[config.mk]
export PLATFORM = sky130hd
export DESIGN_NAME = gpw_sequencer
export DESIGN_NICKNAME = d
export VERILOG_FILES = /design/src/rtl/core/gpw_pkg.sv /design/src/rtl/core/gpw_sequencer.sv
export SDC_FILE = /design/constraint.sdc
export NUM_CORES = 1
export LEC_CHECK = 0
export ABC_CLOCK_PERIOD_IN_PS = 3980
export BUFFER_PORTS_ARGS = -buffer_cell sky130_fd_sc_hd__buf_2
export CAP_MARGIN = 20
export CORE_AREA = 2 2 39 41
export CTS_CLUSTER_SIZE = 14
export DETAILED_ROUTE_END_ITERATION = 16
export DIE_AREA = 0 0 41 43
export GPL_ROUTABILITY_DRIVEN = 0
export RECOVER_POWER = 50
export REMOVE_ABC_BUFFERS = 1
export SETUP_SLACK_MARGIN = 0.1
export SLEW_MARGIN = 20
export SYNTH_ARGS = -nofsm -noshare
export SYNTH_HDL_FRONTEND = slang
export SYNTH_SLANG_ARGS = --single-unit
[constraint.sdc]
create_clock -name clock -period 3.98 [get_ports clock]
set_clock_uncertainty 0.15 [all_clocks]
set_input_delay 0.199 -clock clock [delete_from_list [all_inputs] [get_ports clock]]
set_output_delay 0.199 -clock clock [all_outputs]
set_load 0.005 [all_outputs]
[src/rtl/core/gpw_pkg.sv]
// Shared types, constants and the microcode table of the graphic LCD
// pixel write engine. No dependencies.
package gpw_pkg;

   // Panel geometry
   localparam int BYTE_COLUMNS = 16;
   localparam int PIXEL_ROWS   = 64;
   localparam int HALF_ROWS    = 32;
   localparam int SHADOW_DEPTH = BYTE_COLUMNS * PIXEL_ROWS;
   localparam int BCOL_W       = $clog2(BYTE_COLUMNS);
   localparam int ROW_W        = $clog2(PIXEL_ROWS);
   localparam int ADDR_W       = $clog2(SHADOW_DEPTH);
   localparam int HALF_W       = $clog2(HALF_ROWS);

   // Panel command bytes
   localparam logic [7:0] SET_ADDR_CMD   = 8'h80;
   localparam logic [7:0] LOWER_HALF_CMD = 8'h88;
   localparam logic [7:0] SYNC_BYTE      = 8'hF8;
   localparam logic [7:0] LEFT_PIXEL     = 8'h80;

   // Item commands
   localparam logic CMD_BYTE  = 1'b0;
   localparam logic CMD_PIXEL = 1'b1;

   // Sequencer steps
   localparam int STEP_W = 3;
   localparam logic [STEP_W-1:0] STEP_WAIT   = 3'd0;
   localparam logic [STEP_W-1:0] STEP_ROW    = 3'd1;
   localparam logic [STEP_W-1:0] STEP_WORD   = 3'd2;
   localparam logic [STEP_W-1:0] STEP_NBR    = 3'd3;
   localparam logic [STEP_W-1:0] STEP_LASTB  = 3'd4;

   // Step sequencing conditions
   localparam logic [1:0] COND_WAIT = 2'd0;  // hold until a request is taken
   localparam logic [1:0] COND_NEXT = 2'd1;  // fall through
   localparam logic [1:0] COND_EVEN = 2'd2;  // jump to target on even byte column
   localparam logic [1:0] COND_GOTO = 2'd3;  // jump to target

   // Transfer byte sources
   localparam logic [1:0] SEL_ROW  = 2'd0;
   localparam logic [1:0] SEL_WORD = 2'd1;
   localparam logic [1:0] SEL_NBR  = 2'd2;
   localparam logic [1:0] SEL_NEW  = 2'd3;

   typedef struct packed {
      logic              take;     // step accepts a request
      logic [1:0]        cond;
      logic [STEP_W-1:0] target;
      logic              emit;     // step delivers one transfer
      logic [1:0]        sel;
      logic              is_data;
      logic              last;
      logic              rd_cur;   // read addressed byte
      logic              rd_nbr;   // read even neighbor byte
      logic              wr_cur;   // write updated byte
   } gpw_uword_type;

   // Per-cycle actions handed from sequencer to datapath, already gated
   typedef struct packed {
      logic       req_ready;
      logic       accept;
      logic       emit;
      logic [1:0] sel;
      logic       is_data;
      logic       last;
      logic       rd_cur;
      logic       rd_nbr;
      logic       wr_cur;
   } gpw_act_type;

   // Microcode program
   function automatic gpw_uword_type gpw_ucode(input logic [STEP_W-1:0] step);
      gpw_uword_type uw;
      uw = '0;
      case (step)
         STEP_WAIT: begin
            uw.take = 1'b1;
            uw.cond = COND_WAIT;
         end
         STEP_ROW: begin
            uw.cond   = COND_NEXT;
            uw.emit   = 1'b1;
            uw.sel    = SEL_ROW;
            uw.rd_cur = 1'b1;
         end
         STEP_WORD: begin
            uw.cond   = COND_EVEN;
            uw.target = STEP_LASTB;
            uw.emit   = 1'b1;
            uw.sel    = SEL_WORD;
            uw.wr_cur = 1'b1;
            uw.rd_nbr = 1'b1;
         end
         STEP_NBR: begin
            uw.cond    = COND_NEXT;
            uw.emit    = 1'b1;
            uw.sel     = SEL_NBR;
            uw.is_data = 1'b1;
         end
         STEP_LASTB: begin
            uw.cond    = COND_GOTO;
            uw.target  = STEP_WAIT;
            uw.emit    = 1'b1;
            uw.sel     = SEL_NEW;
            uw.is_data = 1'b1;
            uw.last    = 1'b1;
         end
         default: begin
            uw.cond   = COND_GOTO;
            uw.target = STEP_WAIT;
         end
      endcase
      return uw;
   endfunction

endpackage

[src/rtl/core/gpw_sequencer.sv]
// Microcode step counter: fetches one control word per step, gates its
// actions on output space and takes conditional jumps. Depends on gpw_pkg.
module gpw_sequencer (
   input  logic                 clock,
   input  logic                 reset,
   input  logic                 req_valid,
   input  logic                 shadow_ready,
   input  logic                 out_free,
   input  logic                 bcol_odd,
   output gpw_pkg::gpw_act_type act
);
   import gpw_pkg::*;

   logic [STEP_W-1:0] step_ff;
   logic [STEP_W-1:0] step_in;
   logic [STEP_W-1:0] nxt;
   gpw_uword_type     uw;
   logic              fire;
   logic              ready;
   logic              accept;

   assign uw     = gpw_ucode(step_ff);
   assign ready  = uw.take & shadow_ready;
   assign accept = ready & req_valid;

   // A step that emits waits for room in the output register
   assign fire = ~uw.emit | out_free;

   // Pick the next step
   always_comb begin
      case (uw.cond)
         COND_WAIT: nxt = accept ? step_ff + 1'b1 : step_ff;
         COND_NEXT: nxt = step_ff + 1'b1;
         COND_EVEN: nxt = bcol_odd ? step_ff + 1'b1 : uw.target;
         COND_GOTO: nxt = uw.target;
         default:   nxt = STEP_WAIT;
      endcase
   end

   assign step_in = fire ? nxt : step_ff;

   always_ff @(posedge clock) begin
      if (reset) begin
         step_ff <= STEP_WAIT;
      end else begin
         step_ff <= step_in;
      end
   end

   // Drive gated actions
   always_comb begin
      act           = '0;
      act.req_ready = ready;
      act.accept    = accept;
      act.emit      = uw.emit & fire;
      act.sel       = uw.sel;
      act.is_data   = uw.is_data;
      act.last      = uw.last;
      act.rd_cur    = uw.rd_cur & fire;
      act.rd_nbr    = uw.rd_nbr & fire;
      act.wr_cur    = uw.wr_cur & fire;
   end

endmodule

# Word-level counts from Yosys, hierarchy flattened
# Index checks and enable logic that the tools add are counted.
# word_totals
register_bits	3
inputBits	6
output_inout_bits	10
word_cells	34
# classes
n_addsub	1
eq_ne	8
mux	11
bitwise_logic	8
n_reduce_logical	5
# ops
cell	n
$pmux W3 S4	2
$mux W3	3
$and A1 B1 Y1	6
$eq A3 B2 Y1 const B	2
$pmux W2 S3	1
$eq A2 B2 Y1 const B	2
$mux W1	4
$reduce_or A2 Y1	2
$add A3 B1 Y3 const B	1
$eq A3 B1 Y1 const B	1
$eq A3 B3 Y1 const B	1
$logic_not A3 Y1	1
$eq A2 B1 Y1 const B	1
$logic_not A2 Y1	1
$mux W2	1
$ne A2 B2 Y1 const B	1
$reduce_and A2 Y1	1
$not A1 Y1	1
$or A1 B1 Y1	1

# Logic depth before layout (Yosys ltp)
# logic_depth
depth_word	6
ltp_mapped	7

# Least setup slack after synthesis
# No wires, ideal clock.
# synth_path
path_kind	register to register
start	reg step_ff[2]
end	reg step_ff[2]
arrival_ns	1.663
path_slack_ns	2.043
path_stages_with_launch	8
path_buffers	1
period_less_slack_ns	1.937
cell_sequence	dfxtp_1 -> buf_6 -> inv_1 -> ha_1 -> nor3b_1 -> nor3_1 -> a41oi_2 -> mux2_1
# synth_between
elab_chain_len	6
# synth_lines
item	line_no	text
from (decl)	gpw_sequencer.sv:14	logic [STEP_W-1:0] step_ff;
from (signal assigned)	gpw_sequencer.sv:46	step_ff <= step_in;
$eq A3 B2 Y1, or another cell as far along	gpw_pkg.sv:75	case (step)
$reduce_or A2 Y1 (no source line) or $mux W1 (tied branches)	--	
$pmux W2 S3 or $and A1 B1 Y1 (tied branches)	gpw_pkg.sv:75, gpw_sequencer.sv:23	
$logic_not A2 Y1 or $and A1 B1 Y1 (tied branches)	gpw_sequencer.sv:31, gpw_sequencer.sv:24	
$ne A2 B2 Y1 (no source line)	--	
$reduce_and A2 Y1 (no source line)	--	
# Several ways; a longest one is shown, not always the timed one. The select of a mux whose other input is x is not followed.
# A chain may end at the register's enable or synchronous reset.

# Final worst setup path
# Ends and elaborated chain as after synthesis.

==> metrics <==
Slew @ Worst Pin=0.314 ns; sequential fraction of the synthesis area=15.2%; clk root buf=clkbuf_4; registers with the highest flip-flop counts=step_ff (3); post-DP HPWL=645 um; max reg flops=3; Yosys top cell area share=15.9%; Hold Violations, Final=0; maximum level of the CTS H-tree=1; worst reg2reg path depth=6; Post-CTS Setup Bufs=0; Worst Path Arrival=2.25 ns; Std-Cell Rows=14; Via density=4.56; share of layout cells above drive strength 1=26.6%; wire per inst=9.96 um; first-pass GRT wire length=1.17 mm; vias in the first global route=312; WL final=797 um; endpoints failing setup=0; CTS resizes=0; Max Freq=438 MHz; largest reg by FF count=step_ff; area of the die=0.00176 mm2; Die Y-Extent=43 um; DRC viols=0; Max Root-Sink Buffers=2; worst endpoint required time=3.95 ns; Placeable Area=0.00138 mm2; Vias=365; Hold/Removal Path Class=in -> reg; Yosys reg bits=3; CP Capture Type=register; crit path to=step_ff[2]$_SDFFE_PP0P_; ys flop type=dfxtp_1; diodes inserted=0; Slew HR=79.1%; EDFF count, synth=0; Layout Area Growth over Synthesis=20.6%; yosys warns=0; NumNets Final=76; crit path launch type=register; drt first pass iters=2; RSZ-0062 raised after global routing=false; Cell Area, Placed=455 um2; CTS tree=done; Slew Limit Fails=0; global route total overflow=0; Overall Power=282 uW; antenna viol nets, final=0; synthesized instance count=49; Clk Latency, worst-skew pair=0.23 ns; reg-to-reg slack, setup=1.70 ns; CP Class=reg -> reg; synth top area cells=ha_1, dfxtp_1, buf_4, nor4_4, mux2i_1; post-synth top area cell=ha_1; Layout Cells excl Fill=80; die width=41 um; Final Cell Area=475 um2; maximum VDD drop=0.198 mV; Total Negative Setup Slacks=0 ns; asr flop ratio synth=0%; io pins=16; status=finished clean; Crit. Startpoint=step_ff[2]$_SDFFE_PP0P_; GRT Total Usage=9.81%; syn avg cell area=8.04 um2; pwr/cell area=593 mW/mm2; clock-pin slew on the worst setup and hold paths=0.04 ns; R2R Path Start=step_ff[2]$_SDFFE_PP0P_; Clock Sinks=3; antenna violations before repair=0; synth cell count leaders=ha_1, inv_1, nor2_1; Lkg Pwr=0.000235 uW; post-route clock period utilization=57.4%; Crit Path Max Fanout=9; pin count of the biggest net entering global routing=10; Crit Reg-Reg Endpoint=step_ff[2]$_SDFFE_PP0P_; Tmin final=2.28 ns; CTS Buf Count=3; Distinct cells, synth=22; Post-Syn Area=394 um2; Inst Count DP=76; Max Cap Viol=0; I/O Buffers=15; CTS hold repair buffers=0; drt initial violations=1; Starting Density=28.5%
[how the worst min path moves through the flow]
stage,start,endpoint,depth (start not counted)
after floorplan,reset,step_ff[2]$_SDFFE_PP0P_,2
after detailed placement,step_ff[1]$_SDFFE_PP0P_,step_ff[1]$_SDFFE_PP0P_,2
final,reset,step_ff[2]$_SDFFE_PP0P_,3
after CTS,reset,step_ff[2]$_SDFFE_PP0P_,3
after global placement,step_ff[1]$_SDFFE_PP0P_,step_ff[1]$_SDFFE_PP0P_,2
after global routing,reset,step_ff[2]$_SDFFE_PP0P_,3
[layer usage]
layer / part of all wire [%] / GRT usage, %
met1: 48 / 11.8
met2: 48 / 14.4
met3: 3.8 / 1.57
met4: 0 / 8.00
met5: 0 / 0
[worst max-delay path, cell delays in order, from the launching register on]
cell	delay [ns]
dfxtp_1	0.49
inv_1	0.18
ha_1	0.34
nor3b_1	0.30
nor3_1	0.10
a41oi_2	0.26
mux2_1	0.34
[power breakdown]
| group | switching [uW] | leakage [uW] | internal [uW] | total (uW) |
|---|---|---|---|---|
| clock network | 16.1 | 0.0000150 | 37.6 | 53.7 |
| registers | 11.1 | 0.0000245 | 39.2 | 50.3 |
| logic | 92.1 | 0.000195 | 85.7 | 178 |
[metrics by stage]
| step | setup slack, ns | utilization [%] | hold WS (ns) |
|---|---|---|---|
| floorplan | 1.95 | - | 0.247 |
| global placement | 1.75 | 32.9 | 0.351 |
| detailed placement | 1.69 | 32.9 | 0.353 |
| CTS | 1.69 | 34.8 | 0.134 |
| global route | 1.52 | 34.4 | 0.160 |
| finish | 1.70 | 34.4 | 0.143 |
[final cells by class]
class	count	area, um2
Clock buffer	4	26.3
Sequential cell	3	60.1
Multi-Input combinational cell	37	282
Timing Repair Buffer	15	68.8
Fill cell	151	908
Inverter	5	18.8
Tap cell	16	20.0
[cells by family after synthesis]
logic type               after synthesis  share of synthesized area [%]
AND/OR/NAND/NOR                       22                           32.7
buffers and inverters                  9                           13.3
AO/OA/AOI/OAI                          7                           14.9
adder cells (fa/ha/maj)                5                           15.9
multiplexers                           3                           7.94
flip-flops                             3                           15.2
[placed cells by master, fill, tap and decap left out, drive strengths merged]
cell,instances
a211oi,1
a21o,1
a41oi,1
and3,2
buf,10
clkbuf,9
dfxtp,3
ha,5
inv,5
mux2,1
mux2i,2
nand2,4
nand2b,1
nand4,2
nor2,5
nor3,3
nor3b,2
nor4,1
o21ai,2
o21ba,1
o21bai,1
or2,2
No activity file was read; power rests on OpenSTA's default activity.
